**config.mk**
```make
export PLATFORM = sky130hd
export DESIGN_NAME = compass_heading_average
export DESIGN_NICKNAME = d
export VERILOG_FILES = /design/src/rtl/chd_pkg.sv /design/src/rtl/compass_heading_average.sv /design/src/rtl/chd_mult.sv /design/src/rtl/chd_cordic.sv /design/src/rtl/chd_div.sv
export SDC_FILE = /design/constraint.sdc
export NUM_CORES = 2
export LEC_CHECK = 0
export BUFFER_PORTS_ARGS = -buffer_cell sky130_fd_sc_hd__buf_2
export CORE_ASPECT_RATIO = 0.6
export CORE_MARGIN = 2
export CORE_UTILIZATION = 45
export DETAILED_ROUTE_END_ITERATION = 8
export PLACE_DENSITY = 0.69
export SYNTH_ARGS = -nofsm -noshare
export SYNTH_HDL_FRONTEND = slang
export SYNTH_HIERARCHICAL = 1
export SYNTH_SLANG_ARGS = --single-unit
export TNS_END_PERCENT = 100
```
**constraint.sdc**
```tcl
create_clock -name aclk -period 21.7 [get_ports aclk]
set_input_delay 2.17 -clock aclk [delete_from_list [all_inputs] [get_ports aclk]]
set_output_delay 2.17 -clock aclk [all_outputs]
set_load 0.02 [all_outputs]
```
**src/rtl/chd_pkg.sv**
```systemverilog
// chd_pkg: shared constants, register map and arctangent table of the compass heading block
// no dependencies
package chd_pkg;

    // register indexes on the configuration port (byte address / 4)
    localparam logic [2:0] REG_OFFSET_X  = 3'd0;
    localparam logic [2:0] REG_OFFSET_Y  = 3'd1;
    localparam logic [2:0] REG_SCALE_X   = 3'd2;
    localparam logic [2:0] REG_SCALE_Y   = 3'd3;
    localparam logic [2:0] REG_REF_ANGLE = 3'd4;

    // widths of the datapath
    localparam int PROD_W  = 34;   // corrected axis, 18b signed times 16b unsigned
    localparam int VEC_W   = 37;   // cordic vector with gain headroom
    localparam int ANG_W   = 27;   // cordic angle, degrees * 65536
    localparam int HEAD_W  = 28;   // per-sample heading before rounding
    localparam int SUM_W   = 24;
    localparam int DVD_W   = 25;

    localparam logic signed [ANG_W-1:0]  Z_180    = 27'sd11796480;
    localparam logic signed [HEAD_W-1:0] H_180    = 28'sd11796480;
    localparam logic signed [HEAD_W-1:0] H_360    = 28'sd23592960;
    localparam logic signed [19:0]       HEAD_MAX = 20'sd46080;

    // atan(2^-i) in degrees * 65536, rounded to nearest
    function automatic logic [21:0] atan_lut(input logic [4:0] idx);
        logic [21:0] v;
        case (idx)
            5'd0:  v = 22'd2949120;
            5'd1:  v = 22'd1740967;
            5'd2:  v = 22'd919879;
            5'd3:  v = 22'd466945;
            5'd4:  v = 22'd234379;
            5'd5:  v = 22'd117304;
            5'd6:  v = 22'd58666;
            5'd7:  v = 22'd29335;
            5'd8:  v = 22'd14668;
            5'd9:  v = 22'd7334;
            5'd10: v = 22'd3667;
            5'd11: v = 22'd1833;
            5'd12: v = 22'd917;
            5'd13: v = 22'd458;
            5'd14: v = 22'd229;
            5'd15: v = 22'd115;
            5'd16: v = 22'd57;
            5'd17: v = 22'd29;
            5'd18: v = 22'd14;
            5'd19: v = 22'd7;
            5'd20: v = 22'd4;
            5'd21: v = 22'd2;
            5'd22: v = 22'd1;
            default: v = 22'd0;
        endcase
        return v;
    endfunction

endpackage

```
**src/rtl/compass_heading_average.sv**
```systemverilog
// compass_heading_average: top level, sequencer, heading accumulator and register file
// depends on chd_pkg, chd_mult, chd_cordic, chd_div
//
// usage
//   s_ channel: one beat carries one raw x/y magnetometer sample (s_raw_x, s_raw_y)
//   m_ channel: one beat carries the mean heading of a group, degrees * 256
//   apb port: offsets, soft-iron scales and reference angle, written while idle
// processing of one sample
//   accept, then the bit-serial scale multipliers (16 scale bits, one per cycle),
//   then the cordic, whose micro-rotation loop runs CORDIC_STEPS steps for a nonzero
//   vector, then the heading is formed and accumulated
// every SAMPLES_PER_HEADING samples the sum goes to the serial divider, which forms
//   25 quotient bits before the block is idle again; the result beat then passes
//   through the pending flag into the output register
// stall: a result waits in the output register, and the next sample is still
//   taken; only a second result finding the register full holds the block
// reset: configuration registers go to their defaults, sum and sample count clear, no beat pending
module compass_heading_average #(
    parameter int SAMPLES_PER_HEADING = 10,
    parameter int CORDIC_STEPS        = 16
) (
    input  logic               aclk,
    input  logic               aresetn,
    // sample channel
    input  logic               s_valid,
    output logic               s_ready,
    input  logic signed [15:0] s_raw_x,
    input  logic signed [15:0] s_raw_y,
    // heading channel
    output logic               m_valid,
    input  logic               m_ready,
    output logic signed [16:0] m_heading,
    // configuration
    input  logic               psel,
    input  logic               penable,
    input  logic               pwrite,
    input  logic        [4:0]  paddr,
    input  logic        [31:0] pwdata,
    output logic        [31:0] prdata,
    output logic               pready
);
    typedef enum logic [5:0] {
        ST_IDLE = 6'b000001,
        ST_MUL  = 6'b000010,
        ST_CORD = 6'b000100,
        ST_HEAD = 6'b001000,
        ST_SUM  = 6'b010000,
        ST_DIV  = 6'b100000
    } state_t;

    state_t state_reg, state_next;

    // configuration registers
    logic signed [16:0] offset_x_reg, offset_y_reg;
    logic        [15:0] scale_x_reg, scale_y_reg;
    logic        [16:0] ref_angle_reg;
    logic               cfg_wr;

    // datapath
    logic signed [17:0] ax_reg, ay_reg, ax_next, ay_next;
    logic signed [chd_pkg::PROD_W-1:0] px, py;
    logic signed [chd_pkg::ANG_W-1:0]  z;
    logic signed [chd_pkg::HEAD_W-1:0] h_reg, h_next, h_raw;
    logic signed [chd_pkg::HEAD_W-1:0] h_rnd;
    logic signed [19:0]                hs;
    logic signed [chd_pkg::SUM_W-1:0]  sum_reg, sum_next, sum_add;
    logic [5:0]  count_reg, count_next;
    logic [6:0]  count_inc;
    logic        mul_start, mul_done, mul_done_y, cord_start, cord_done;
    logic        div_start, div_done, div_pend_reg, div_pend_next;
    logic signed [16:0] quot;
    logic signed [16:0] head_reg, head_next;
    logic        m_valid_reg, m_valid_next;

    assign pready = 1'b1;
    assign cfg_wr = psel && penable && pwrite;

    always_ff @(posedge aclk) begin
        if (!aresetn) begin
            offset_x_reg  <= -17'sd7824;
            offset_y_reg  <= -17'sd4048;
            scale_x_reg   <= 16'd15308;
            scale_y_reg   <= 16'd17623;
            ref_angle_reg <= 17'd26254;
        end else if (cfg_wr) begin
            unique case (paddr[4:2])
                chd_pkg::REG_OFFSET_X:  offset_x_reg  <= pwdata[16:0];
                chd_pkg::REG_OFFSET_Y:  offset_y_reg  <= pwdata[16:0];
                chd_pkg::REG_SCALE_X:   scale_x_reg   <= pwdata[15:0];
                chd_pkg::REG_SCALE_Y:   scale_y_reg   <= pwdata[15:0];
                chd_pkg::REG_REF_ANGLE: ref_angle_reg <= pwdata[16:0];
                default: ;
            endcase
        end
    end

    always_comb begin
        unique case (paddr[4:2])
            chd_pkg::REG_OFFSET_X:  prdata = 32'(offset_x_reg);
            chd_pkg::REG_OFFSET_Y:  prdata = 32'(offset_y_reg);
            chd_pkg::REG_SCALE_X:   prdata = {16'd0, scale_x_reg};
            chd_pkg::REG_SCALE_Y:   prdata = {16'd0, scale_y_reg};
            chd_pkg::REG_REF_ANGLE: prdata = {15'd0, ref_angle_reg};
            default:                prdata = '0;
        endcase
    end

    // hard-iron correction in half counts, then serial soft-iron scaling
    // the multipliers load the corrected axis in the accept cycle
    chd_mult u_mult_x (
        .aclk(aclk), .aresetn(aresetn), .start(mul_start),
        .mcand(ax_next), .mplier(scale_x_reg), .done(mul_done), .prod(px)
    );
    chd_mult u_mult_y (
        .aclk(aclk), .aresetn(aresetn), .start(mul_start),
        .mcand(ay_next), .mplier(scale_y_reg), .done(mul_done_y), .prod(py)
    );

    chd_cordic #(.STEPS(CORDIC_STEPS)) u_cordic (
        .aclk(aclk), .aresetn(aresetn), .start(cord_start),
        .x_in(px), .y_in(py), .done(cord_done), .angle(z)
    );

    chd_div #(.N(SAMPLES_PER_HEADING)) u_div (
        .aclk(aclk), .aresetn(aresetn), .start(div_start),
        .sum(sum_next), .done(div_done), .quot(quot)
    );

    assign s_ready = (state_reg == ST_IDLE) && !(div_pend_reg && m_valid_reg);

    always_comb begin
        // heading = reference - atan2, folded once by a full turn when above 180 degrees
        h_raw = $signed({3'b000, ref_angle_reg, 8'h00}) - chd_pkg::HEAD_W'(z);
        // round to degrees * 256, half up, then clamp
        h_rnd = (h_reg + 28'sd128) >>> 8;
        if (h_rnd > 28'(chd_pkg::HEAD_MAX)) begin
            hs = chd_pkg::HEAD_MAX;
        end else if (h_rnd < -28'(chd_pkg::HEAD_MAX)) begin
            hs = -chd_pkg::HEAD_MAX;
        end else begin
            hs = h_rnd[19:0];
        end
        sum_add   = sum_reg + chd_pkg::SUM_W'(hs);
        count_inc = {1'b0, count_reg} + 7'd1;

        state_next    = state_reg;
        ax_next       = ax_reg;
        ay_next       = ay_reg;
        h_next        = h_reg;
        sum_next      = sum_reg;
        count_next    = count_reg;
        mul_start     = 1'b0;
        cord_start    = 1'b0;
        div_start     = 1'b0;
        div_pend_next = div_pend_reg;
        head_next     = head_reg;
        m_valid_next  = m_valid_reg;

        if (m_valid_reg && m_ready) begin
            m_valid_next = 1'b0;
        end
        if (div_pend_reg && !m_valid_next) begin
            // quotient parked in the divider until the output register frees up
            head_next     = quot;
            m_valid_next  = 1'b1;
            div_pend_next = 1'b0;
        end

        unique case (state_reg)
            ST_IDLE: begin
                if (s_valid && s_ready) begin
                    ax_next    = $signed({s_raw_x[15], s_raw_x, 1'b0}) - 18'(offset_x_reg);
                    ay_next    = $signed({s_raw_y[15], s_raw_y, 1'b0}) - 18'(offset_y_reg);
                    state_next = ST_MUL;
                end
            end
            ST_MUL: begin
                mul_start  = 1'b0;
                if (mul_done) begin
                    cord_start = 1'b1;
                    state_next = ST_CORD;
                end
            end
            ST_CORD: begin
                if (cord_done) begin
                    h_next     = (h_raw > chd_pkg::H_180) ? h_raw - chd_pkg::H_360 : h_raw;
                    state_next = ST_HEAD;
                end
            end
            ST_HEAD: begin
                state_next = ST_SUM;
            end
            ST_SUM: begin
                if (count_inc == 7'(SAMPLES_PER_HEADING)) begin
                    sum_next   = sum_add;
                    div_start  = 1'b1;
                    state_next = ST_DIV;
                end else begin
                    sum_next   = sum_add;
                    count_next = count_inc[5:0];
                    state_next = ST_IDLE;
                end
            end
            ST_DIV: begin
                sum_next   = '0;
                count_next = '0;
                if (div_done) begin
                    div_pend_next = 1'b1;
                    state_next    = ST_IDLE;
                end
            end
            default: state_next = ST_IDLE;
        endcase
        if (state_reg == ST_IDLE && s_valid && s_ready) begin
            mul_start = 1'b1;
        end
    end

    always_ff @(posedge aclk) begin
        if (!aresetn) begin
            state_reg    <= ST_IDLE;
            sum_reg      <= '0;
            count_reg    <= '0;
            m_valid_reg  <= 1'b0;
            div_pend_reg <= 1'b0;
        end else begin
            state_reg    <= state_next;
            sum_reg      <= sum_next;
            count_reg    <= count_next;
            m_valid_reg  <= m_valid_next;
            div_pend_reg <= div_pend_next;
        end
        ax_reg   <= ax_next;
        ay_reg   <= ay_next;
        h_reg    <= h_next;
        head_reg <= head_next;
    end

    assign m_valid   = m_valid_reg;
    assign m_heading = head_reg;

    // both multipliers run in lock step
    a_mul_lockstep: assert property (@(posedge aclk) disable iff (!aresetn)
        mul_done == mul_done_y)
        else $error("scale multipliers out of step");

    a_mul_done_state: assert property (@(posedge aclk) disable iff (!aresetn)
        mul_done |-> state_reg == ST_MUL)
        else $error("multiplier finished outside its phase");

    a_cord_done_state: assert property (@(posedge aclk) disable iff (!aresetn)
        cord_done |-> state_reg == ST_CORD)
        else $error("cordic finished outside its phase");

    a_count_range: assert property (@(posedge aclk) disable iff (!aresetn)
        state_reg == ST_IDLE |-> 7'(count_reg) < 7'(SAMPLES_PER_HEADING))
        else $error("sample count reached group size without emitting");

    a_accept_starts: assert property (@(posedge aclk) disable iff (!aresetn)
        s_valid && s_ready |=> state_reg == ST_MUL)
        else $error("accepted sample did not start the multipliers");
endmodule

```
**src/rtl/chd_mult.sv**
```systemverilog
// chd_mult: bit-serial shift-add multiplier, 18b signed by 16b unsigned, one bit a cycle
// depends on chd_pkg
module chd_mult (
    input  logic                                aclk,
    input  logic                                aresetn,
    input  logic                                start,
    input  logic signed [17:0]                  mcand,
    input  logic        [15:0]                  mplier,
    output logic                                done,
    output logic signed [chd_pkg::PROD_W-1:0]   prod
);
    logic signed [chd_pkg::PROD_W-1:0] mcand_reg, mcand_next;
    logic signed [chd_pkg::PROD_W-1:0] acc_reg, acc_next;
    logic [15:0] mplier_reg, mplier_next;
    logic [3:0]  cnt_reg, cnt_next;
    logic        busy_reg, busy_next;
    logic        done_reg, done_next;

    always_comb begin
        mcand_next  = mcand_reg;
        acc_next    = acc_reg;
        mplier_next = mplier_reg;
        cnt_next    = cnt_reg;
        busy_next   = busy_reg;
        done_next   = 1'b0;
        if (start) begin
            mcand_next  = chd_pkg::PROD_W'(mcand);
            acc_next    = '0;
            mplier_next = mplier;
            cnt_next    = '0;
            busy_next   = 1'b1;
        end else if (busy_reg) begin
            if (mplier_reg[0]) begin
                acc_next = acc_reg + mcand_reg;
            end
            mcand_next  = mcand_reg <<< 1;
            mplier_next = {1'b0, mplier_reg[15:1]};
            cnt_next    = cnt_reg + 4'd1;
            if (cnt_reg == 4'd15) begin
                busy_next = 1'b0;
                done_next = 1'b1;
            end
        end
    end

    always_ff @(posedge aclk) begin
        if (!aresetn) begin
            busy_reg <= 1'b0;
            done_reg <= 1'b0;
            cnt_reg  <= '0;
        end else begin
            busy_reg <= busy_next;
            done_reg <= done_next;
            cnt_reg  <= cnt_next;
        end
        mcand_reg  <= mcand_next;
        acc_reg    <= acc_next;
        mplier_reg <= mplier_next;
    end

    assign done = done_reg;
    assign prod = acc_reg;
endmodule

```
**src/rtl/chd_cordic.sv**
```systemverilog
// chd_cordic: iterative vectoring cordic for atan2, one micro-rotation a cycle
// depends on chd_pkg
module chd_cordic #(
    parameter int STEPS = 16
) (
    input  logic                               aclk,
    input  logic                               aresetn,
    input  logic                               start,
    input  logic signed [chd_pkg::PROD_W-1:0]  x_in,
    input  logic signed [chd_pkg::PROD_W-1:0]  y_in,
    output logic                               done,
    output logic signed [chd_pkg::ANG_W-1:0]   angle
);
    logic signed [chd_pkg::VEC_W-1:0] x_reg, x_next, y_reg, y_next, dx, dy, xs, ys;
    logic signed [chd_pkg::ANG_W-1:0] z_reg, z_next, da;
    logic [4:0] i_reg, i_next;
    logic       busy_reg, busy_next;
    logic       done_reg, done_next;

    always_comb begin
        xs = chd_pkg::VEC_W'(x_in);
        ys = chd_pkg::VEC_W'(y_in);
        dx = y_reg >>> i_reg;
        dy = x_reg >>> i_reg;
        da = chd_pkg::ANG_W'(chd_pkg::atan_lut(i_reg));
        x_next    = x_reg;
        y_next    = y_reg;
        z_next    = z_reg;
        i_next    = i_reg;
        busy_next = busy_reg;
        done_next = 1'b0;
        if (start) begin
            i_next = '0;
            if (x_in == '0 && y_in == '0) begin
                // zero vector gives angle zero, no rotations
                z_next    = '0;
                done_next = 1'b1;
            end else if (x_in < 0) begin
                x_next    = -xs;
                y_next    = -ys;
                z_next    = (y_in >= 0) ? chd_pkg::Z_180 : -chd_pkg::Z_180;
                busy_next = 1'b1;
            end else begin
                x_next    = xs;
                y_next    = ys;
                z_next    = '0;
                busy_next = 1'b1;
            end
        end else if (busy_reg) begin
            if (y_reg >= 0) begin
                x_next = x_reg + dx;
                y_next = y_reg - dy;
                z_next = z_reg + da;
            end else begin
                x_next = x_reg - dx;
                y_next = y_reg + dy;
                z_next = z_reg - da;
            end
            i_next = i_reg + 5'd1;
            if (i_reg == 5'(STEPS - 1)) begin
                busy_next = 1'b0;
                done_next = 1'b1;
            end
        end
    end

    always_ff @(posedge aclk) begin
        if (!aresetn) begin
            busy_reg <= 1'b0;
            done_reg <= 1'b0;
            i_reg    <= '0;
        end else begin
            busy_reg <= busy_next;
            done_reg <= done_next;
            i_reg    <= i_next;
        end
        x_reg <= x_next;
        y_reg <= y_next;
        z_reg <= z_next;
    end

    assign done  = done_reg;
    assign angle = z_reg;
endmodule

```
**src/rtl/chd_div.sv**
```systemverilog
// chd_div: restoring divider of the heading sum by the group size, one quotient bit a cycle
// depends on chd_pkg
module chd_div #(
    parameter int N = 10
) (
    input  logic                              aclk,
    input  logic                              aresetn,
    input  logic                              start,
    input  logic signed [chd_pkg::SUM_W-1:0]  sum,
    output logic                              done,
    output logic signed [16:0]                quot
);
    localparam int RW = $clog2(N + 1) + 1;
    localparam int DW = chd_pkg::DVD_W;

    logic [DW-1:0] dvd_reg, dvd_next, mag;
    logic [RW-1:0] rem_reg, rem_next;
    logic [RW:0]   trial;
    logic          ge;
    logic          neg_reg, neg_next;
    logic [4:0]    cnt_reg, cnt_next;
    logic          busy_reg, busy_next;
    logic          done_reg, done_next;
    logic signed [DW-1:0] s_ext;

    always_comb begin
        s_ext = DW'(sum);
        mag   = (sum < 0) ? DW'(-s_ext) : DW'(s_ext);
        trial = {rem_reg, dvd_reg[DW-1]};
        ge    = (trial >= (RW+1)'(N));
        dvd_next  = dvd_reg;
        rem_next  = rem_reg;
        neg_next  = neg_reg;
        cnt_next  = cnt_reg;
        busy_next = busy_reg;
        done_next = 1'b0;
        if (start) begin
            // ties round away from zero on the magnitude
            dvd_next  = mag + DW'(N / 2);
            rem_next  = '0;
            neg_next  = (sum < 0);
            cnt_next  = '0;
            busy_next = 1'b1;
        end else if (busy_reg) begin
            rem_next = ge ? RW'(trial - (RW+1)'(N)) : RW'(trial);
            dvd_next = {dvd_reg[DW-2:0], ge};
            cnt_next = cnt_reg + 5'd1;
            if (cnt_reg == 5'(DW - 1)) begin
                busy_next = 1'b0;
                done_next = 1'b1;
            end
        end
    end

    always_ff @(posedge aclk) begin
        if (!aresetn) begin
            busy_reg <= 1'b0;
            done_reg <= 1'b0;
            cnt_reg  <= '0;
        end else begin
            busy_reg <= busy_next;
            done_reg <= done_next;
            cnt_reg  <= cnt_next;
        end
        dvd_reg <= dvd_next;
        rem_reg <= rem_next;
        neg_reg <= neg_next;
    end

    assign done = done_reg;
    assign quot = neg_reg ? -$signed(dvd_reg[16:0]) : $signed(dvd_reg[16:0]);
endmodule
```
== After elaboration in Yosys (flattened, before gate mapping) ==
Memories as Yosys holds them, arrays and structs flattened. A register that Yosys moved wholly into a read port is not among the register bits.
Index checks and enable logic that the tools add are counted.

* Register bits after elaboration: 527
* Bits in read-only memories: 704
* Memories: 1

* $add $sub $neg: 25
* $lt $le $gt $ge: 8
* Eq/ne operators: 21
* Shift-type cells: 2
* Mux-type cells: 77
* Bitwise gates (word level): 3
* Reductions and logical operators: 36

{| class="wikitable"
|+ Memory list
! name !! depth !! width !! read ports !! clocked after memory_dff !! wr ports !! line !! source
|-
| (name not given) || 32 || 22 || 1 || 1 || 0 || chd_pkg.sv:28 || <nowiki>case (idx)</nowiki>
|}

{| class="wikitable"
|+ Operators with widths
! kind !! count
|-
| 37-bit 2-to-1 mux || 10
|-
| 27-bit 2-to-1 mux || 6
|-
| 32-bit case mux with 5 select lines || 1
|-
| 34-bit 2-to-1 mux || 4
|-
| 25-bit 2-to-1 mux || 3
|-
| 37-bit adder || 2
|-
| 34-bit negator with 37-bit output || 2
|-
| 37-bit by 5-bit >>> shifter with 37-bit output || 2
|-
| 37-bit subtractor || 2
|-
| 18-bit 2-to-1 mux || 4
|-
| 34-bit adder || 2
|-
| 34-bit logical NOT || 2
|-
| 16-bit 2-to-1 mux || 4
|-
| 24-bit case mux with 2 select lines || 1
|-
| 20-bit 2-to-1 mux || 2
|-
| 37-bit by 1-bit >= comparator with 1-bit output, second input constant || 1
|-
| 6-bit 2-to-1 mux || 6
|-
| 6-bit case mux with 6 select lines || 1
|-
| 17-bit by 17-bit subtractor with 18-bit output || 2
|-
| 34-bit by 1-bit >= comparator with 1-bit output, second input constant || 1
|-
| 34-bit by 1-bit < comparator with 1-bit output, second input constant || 1
|-
| 1-bit 2-to-1 mux || 29
|-
| 28-bit by 9-bit adder with 28-bit output, second input constant || 1
|-
| 28-bit by 25-bit > comparator with 1-bit output, second input constant || 1
|-
| 44 further kinds || 82
|}

== Longest topological paths before layout ==
* Depth after elaboration: 10
* Mapped depth: 35
* Gate-level depth less buffers: 30

== Hierarchy ==
The synthesis kept the hierarchy.

{| class="wikitable"
|+ By module, submodules not included
! module !! times used !! cells each !! area an instance (µm²) !! sequential area each (µm²)
|-
| chd_cordic || 1 || 2284 || 19296.0 || 3613.5
|-
| compass_heading_average || 1 || 1438 || 11863.9 || 4284.1
|-
| chd_mult || 2 || 540 || 5217.5 || 2302.2
|-
| chd_div || 1 || 344 || 3143.0 || 1021.0
|}

== Worst setup path after synthesis ==
No wires, ideal clock.

* Path type: register to register
* From: register h_reg[11] (netlist name)
* To: register u_div.dvd_reg[14] (data pin)
* Arrival time: 6.859 ns
* Required time: 21.440 ns
* Slack: 14.581 ns
* Stages on the path, launching flop included: 33
* Path buffers: 5
* Period minus slack after synthesis: 7.119 ns
* Cells stage by stage: edfxtp_1 -> buf_2 -> and4_1 -> clkbuf_1 -> nand3_1 -> nor2_1 -> nand4_1 -> nor2_2 -> xor2_1 -> and2_1 -> buf_2 -> o21ai_0 -> ha_1 -> a21oi_1 -> o21ai_0 -> nor2_1 -> or3b_2 -> a22oi_1 -> a311o_1 -> a21oi_1 -> xor2_1 -> o21a_1 -> nor2_1 -> buf_2 -> clkbuf_1 -> o21ai_0 -> ha_1 -> nor4_1 -> a211oi_1 -> o211ai_1 -> nor4_1 -> xor2_1 -> mux2_2

* Word-level cells in the longest chain between the ends: 10

{| class="wikitable"
|+ RTL lines
! item !! line !! source
|-
| start, declared || compass_heading_average.sv:63 || <nowiki>logic signed [chd_pkg::HEAD_W-1:0] h_reg, h_next, h_raw;</nowiki>
|-
| start signal, assigned || compass_heading_average.sv:235 || <nowiki>h_reg <= h_next;</nowiki>
|-
| 28-bit by 9-bit adder with 28-bit output * || compass_heading_average.sv:135 || <nowiki>h_rnd = (h_reg + 28'sd128) >>> 8;</nowiki>
|-
| 20-bit by 17-bit < comparator with 1-bit output || compass_heading_average.sv:138 || <nowiki>end else if (h_rnd < -28'(chd_pkg::HEAD_MAX)) begin</nowiki>
|-
| 20-bit 2-to-1 mux || compass_heading_average.sv:138 ||
|-
| 20-bit 2-to-1 mux * || compass_heading_average.sv:136 || <nowiki>if (h_rnd > 28'(chd_pkg::HEAD_MAX)) begin</nowiki>
|-
| 24-bit by 20-bit adder with 24-bit output * || compass_heading_average.sv:143 || <nowiki>sum_add = sum_reg + chd_pkg::SUM_W'(hs);</nowiki>
|-
| 24-bit case mux with 2 select lines * || compass_heading_average.sv:169 || <nowiki>unique case (state_reg)</nowiki>
|-
| via sum_next, one bit || compass_heading_average.sv:66 || <nowiki>logic signed [chd_pkg::SUM_W-1:0] sum_reg, sum_next, sum_add;</nowiki>
|-
| 24-bit by 1-bit < comparator with 1-bit output * || chd_div.sv:28 || <nowiki>mag = (sum < 0) ? DW'(-s_ext) : DW'(s_ext);</nowiki>
|-
| 25-bit 2-to-1 mux * || chd_div.sv:28 ||
|-
| 25-bit by 3-bit adder with 25-bit output * || chd_div.sv:39 || <nowiki>dvd_next = mag + DW'(N / 2);</nowiki>
|-
| 25-bit 2-to-1 mux * || chd_div.sv:37 || <nowiki>if (start) begin</nowiki>
|-
| via u_div.dvd_next[14] || chd_div.sv:16 || <nowiki>logic [DW-1:0] dvd_reg, dvd_next, mag;</nowiki>
|-
| end signal, assigned || chd_div.sv:65 || <nowiki>dvd_reg <= dvd_next;</nowiki>
|-
| end, declared || chd_div.sv:16 ||
|}

Mark *: on every way through the listed nets, which the timed path passes. The rest lies on a longest branch.
A chain may end at the register's enable or synchronous reset.

== Worst setup path after layout ==
* From: register u_cordic.i_reg[1]
* To: register u_cordic/x_reg[35] (netlist name) (data pin)

* Word-level cells in the longest chain between the ends: 5

{| class="wikitable"
|+ RTL lines
! item !! line !! source
|-
| start, declared || chd_cordic.sv:16 || <nowiki>logic [4:0] i_reg, i_next;</nowiki>
|-
| start signal, assigned || chd_cordic.sv:75 || <nowiki>i_reg <= i_next;</nowiki>
|-
| 37-bit by 5-bit >>> shifter with 37-bit output * || chd_cordic.sv:23 || <nowiki>dx = y_reg >>> i_reg;</nowiki>
|-
| 37-bit subtractor / 37-bit adder (equally long branches) || chd_cordic.sv:55, chd_cordic.sv:51 ||
|-
| 37-bit 2-to-1 mux * || chd_cordic.sv:50 || <nowiki>if (y_reg >= 0) begin</nowiki>
|-
| 37-bit 2-to-1 mux * || chd_cordic.sv:49 || <nowiki>end else if (busy_reg) begin</nowiki>
|-
| 37-bit 2-to-1 mux * || chd_cordic.sv:32 || <nowiki>if (start) begin</nowiki>
|-
| via u_cordic.x_next, one bit || chd_cordic.sv:14 || <nowiki>logic signed [chd_pkg::VEC_W-1:0] x_reg, x_next, y_reg, y_next, dx, dy, xs, ys;</nowiki>
|-
| end signal, assigned || chd_cordic.sv:77 || <nowiki>x_reg <= x_next;</nowiki>
|-
| end, declared || chd_cordic.sv:14 ||
|}

Mark *: on every way through the listed nets, which the timed path passes. The rest lies on a longest branch. The select of a mux whose other input is x is not followed.

==> run metrics <==
hold slack 439 ps; post-CTS setup buffer count 0; Max Cap Viol 0; Final Hold Fails 0; Routed wire per std cell 20.9 um; max frequency 113 MHz; fillers around 9400; Worst Path Required 22060 ps; hold path start ax_reg[8]; placed cell count 6342; Max Root-Sink Buffers 3; later-pin clock latency in the skew report about 670 ps; first-pass GRT wire length 209000 um; CTS Hold Bufs 0; drt first pass iters 6; crit path DAT 9250 ps; # setup viols final 0; Ys Warns 6; Syn Area/Cell 8.69 um^2; die area 102000 um^2; PwrDens 81.2 nW/um^2; Startpoint Class flop; vias 39800; Final Cycle Share between 40% and 50%; CP Capture Type flop; Reg2Reg Depth 25; Slew Limit Fails 0; H-tree Lvls 2; Die X 411 um; initial antenna violation count 2; # DRC 0; Slew @ Worst Pin 1190 ps; Syn-to-layout area delta 7.55%; total negative slack 0 ps; RSZ-0062 raised after global routing false; worst min path class flop to flop; Slew headroom around a fifth; leakage power 18.7 nW; DR vias/cell 6.16; number of clock sinks 542; DRT antenna net count 0; r2r startpoint u_cordic/i_reg[1]; Clock Skew 68.8 ps; status complete, no violations; vias in the first global route 35900; area of the mapped netlist between 40000 and 50000 um^2; global route overflow 0; Cells after Synth 5144; clock transition at the registers of the reported paths 70 ps; Num CTS Buffers 57; final net count 5427; initial cell density of the core 45.4%; fraction of layout cells with a size suffix above 1 11.4%; CP Max Fanout between 50 and 60; die height ~250 um; Placer Congestion 1.02; I/O Pins between 100 and 150; CTS Root Cell clkbuf_16; total core area 98400 um^2; hold path cells 2; post_cts resized 0; row count a little under 90; Worst Setup SP u_cordic/i_reg[1]; Total GRT Usage between 20% and 30%; TritonCTS clock tree done; hpwl dp between 100000 and 150000 um; I/O Buffers 109; Synth Net Count 5489; largest net degree at the start of global routing about 140; Pwr Total 3.91 mW; DRT iter0 DRCs 4786; Tmin final 8890 ps; Routed WL 135000 um; Layout Cells excl Fill 6449; maximum vdd drop 0.0766 mV; crit path kind flop to flop
[worst paths after layout]
kind	end	slack [ps]
worst max register to register	u_cordic/x_reg[35]	12810
worst min-delay path	ax_reg[8]	440
worst max-delay path	u_cordic/x_reg[35]	12810
worst min register to register	ax_reg[8]	440
[cell usage in the layout (no fill, tap or decap), types with 32 or more instances in the layout]
master and instances:
edfxtp_1 265, mux2i_1 94, nor2b_1 61, or3_1 36, o211ai_1 44, nand4_1 43, mux2_2 120, dfxtp_1 271
a21boi_0 55, a211oi_1 46, or2_2 32, nor4_1 33, o21a_1 39, o21ai_0 367, o31ai_1 69, nand3_1 126
nor3_1 98, clkbuf_16 59, and3_1 51, buf_4 50, buf_2 108, ha_1 261, xnor2_1 258, nand2b_1 65
xor2_1 165, mux4_2 90, a21oi_1 323, a31oi_1 59, a21o_1 112, nand2_1 657, nor2_1 320, inv_1 198
and2_1 55
[critical path, cell delays in order, from the launching register on]
cell       delay [ps]
dfxtp_4           330
buf_4             580
buf_4             640
mux4_2            650
mux2_2            300
mux2i_1           500
o21ai_0           300
inv_1             110
ha_1              160
and2_1            150
nand4_1           140
nor3b_1          1000
nand2_1           470
mux2_2            410
o21ai_0           200
ha_1              340
a21oi_1           160
o21ai_0            90
a2111oi_0         500
o31ai_1           170
a211oi_1          260
nor2_1             60
a211o_1           280
a31oi_1           350
nor4_1            100
a211o_1           240
[power by group]
part	leakage (nW)	switching [mW]	total (mW)	internal [mW]
Sequential	4.72	0.155	1.47	1.32
Clock	0.967	0.449	1.05	0.597
Combinational	13.0	0.841	1.39	0.545
[per-layer routing]
metal	vias up	GRT usage [%]	share of wire [%]
met5	-	0	0.020
met4	4	4.56	1.6
met3	161	7.44	11
met2	1798	34.7	38
met1	19000	39.7	48
li1	18800	-	-
[metrics by stage]
stage          setup slack [ps]  area [um^2]  util [%]
2_1_floorplan             14580        44700         -
3_3_place_gp              13280        46100      46.8
3_5_place_dp              13110        46100      46.8
4_1_cts                   13030        48100      48.8
5_1_grt                   12350        48100      48.8
6_report                  12810        48100      48.9
[final cells by class]
cell class	count	area, um^2	area share [%]
Antenna cell	1	2.50	0.00520
Timing Repair Buffer	159	936	1.95
Inverter	200	756	1.57
Clock inverter	36	422	0.877
Tap cell	1319	1650	3.43
Sequential cell	542	13500	28.1
Multi-Input combinational cell	4122	29200	60.8
Clock buffer	70	1560	3.24
Note: power is estimated with default switching activity, not from simulation.
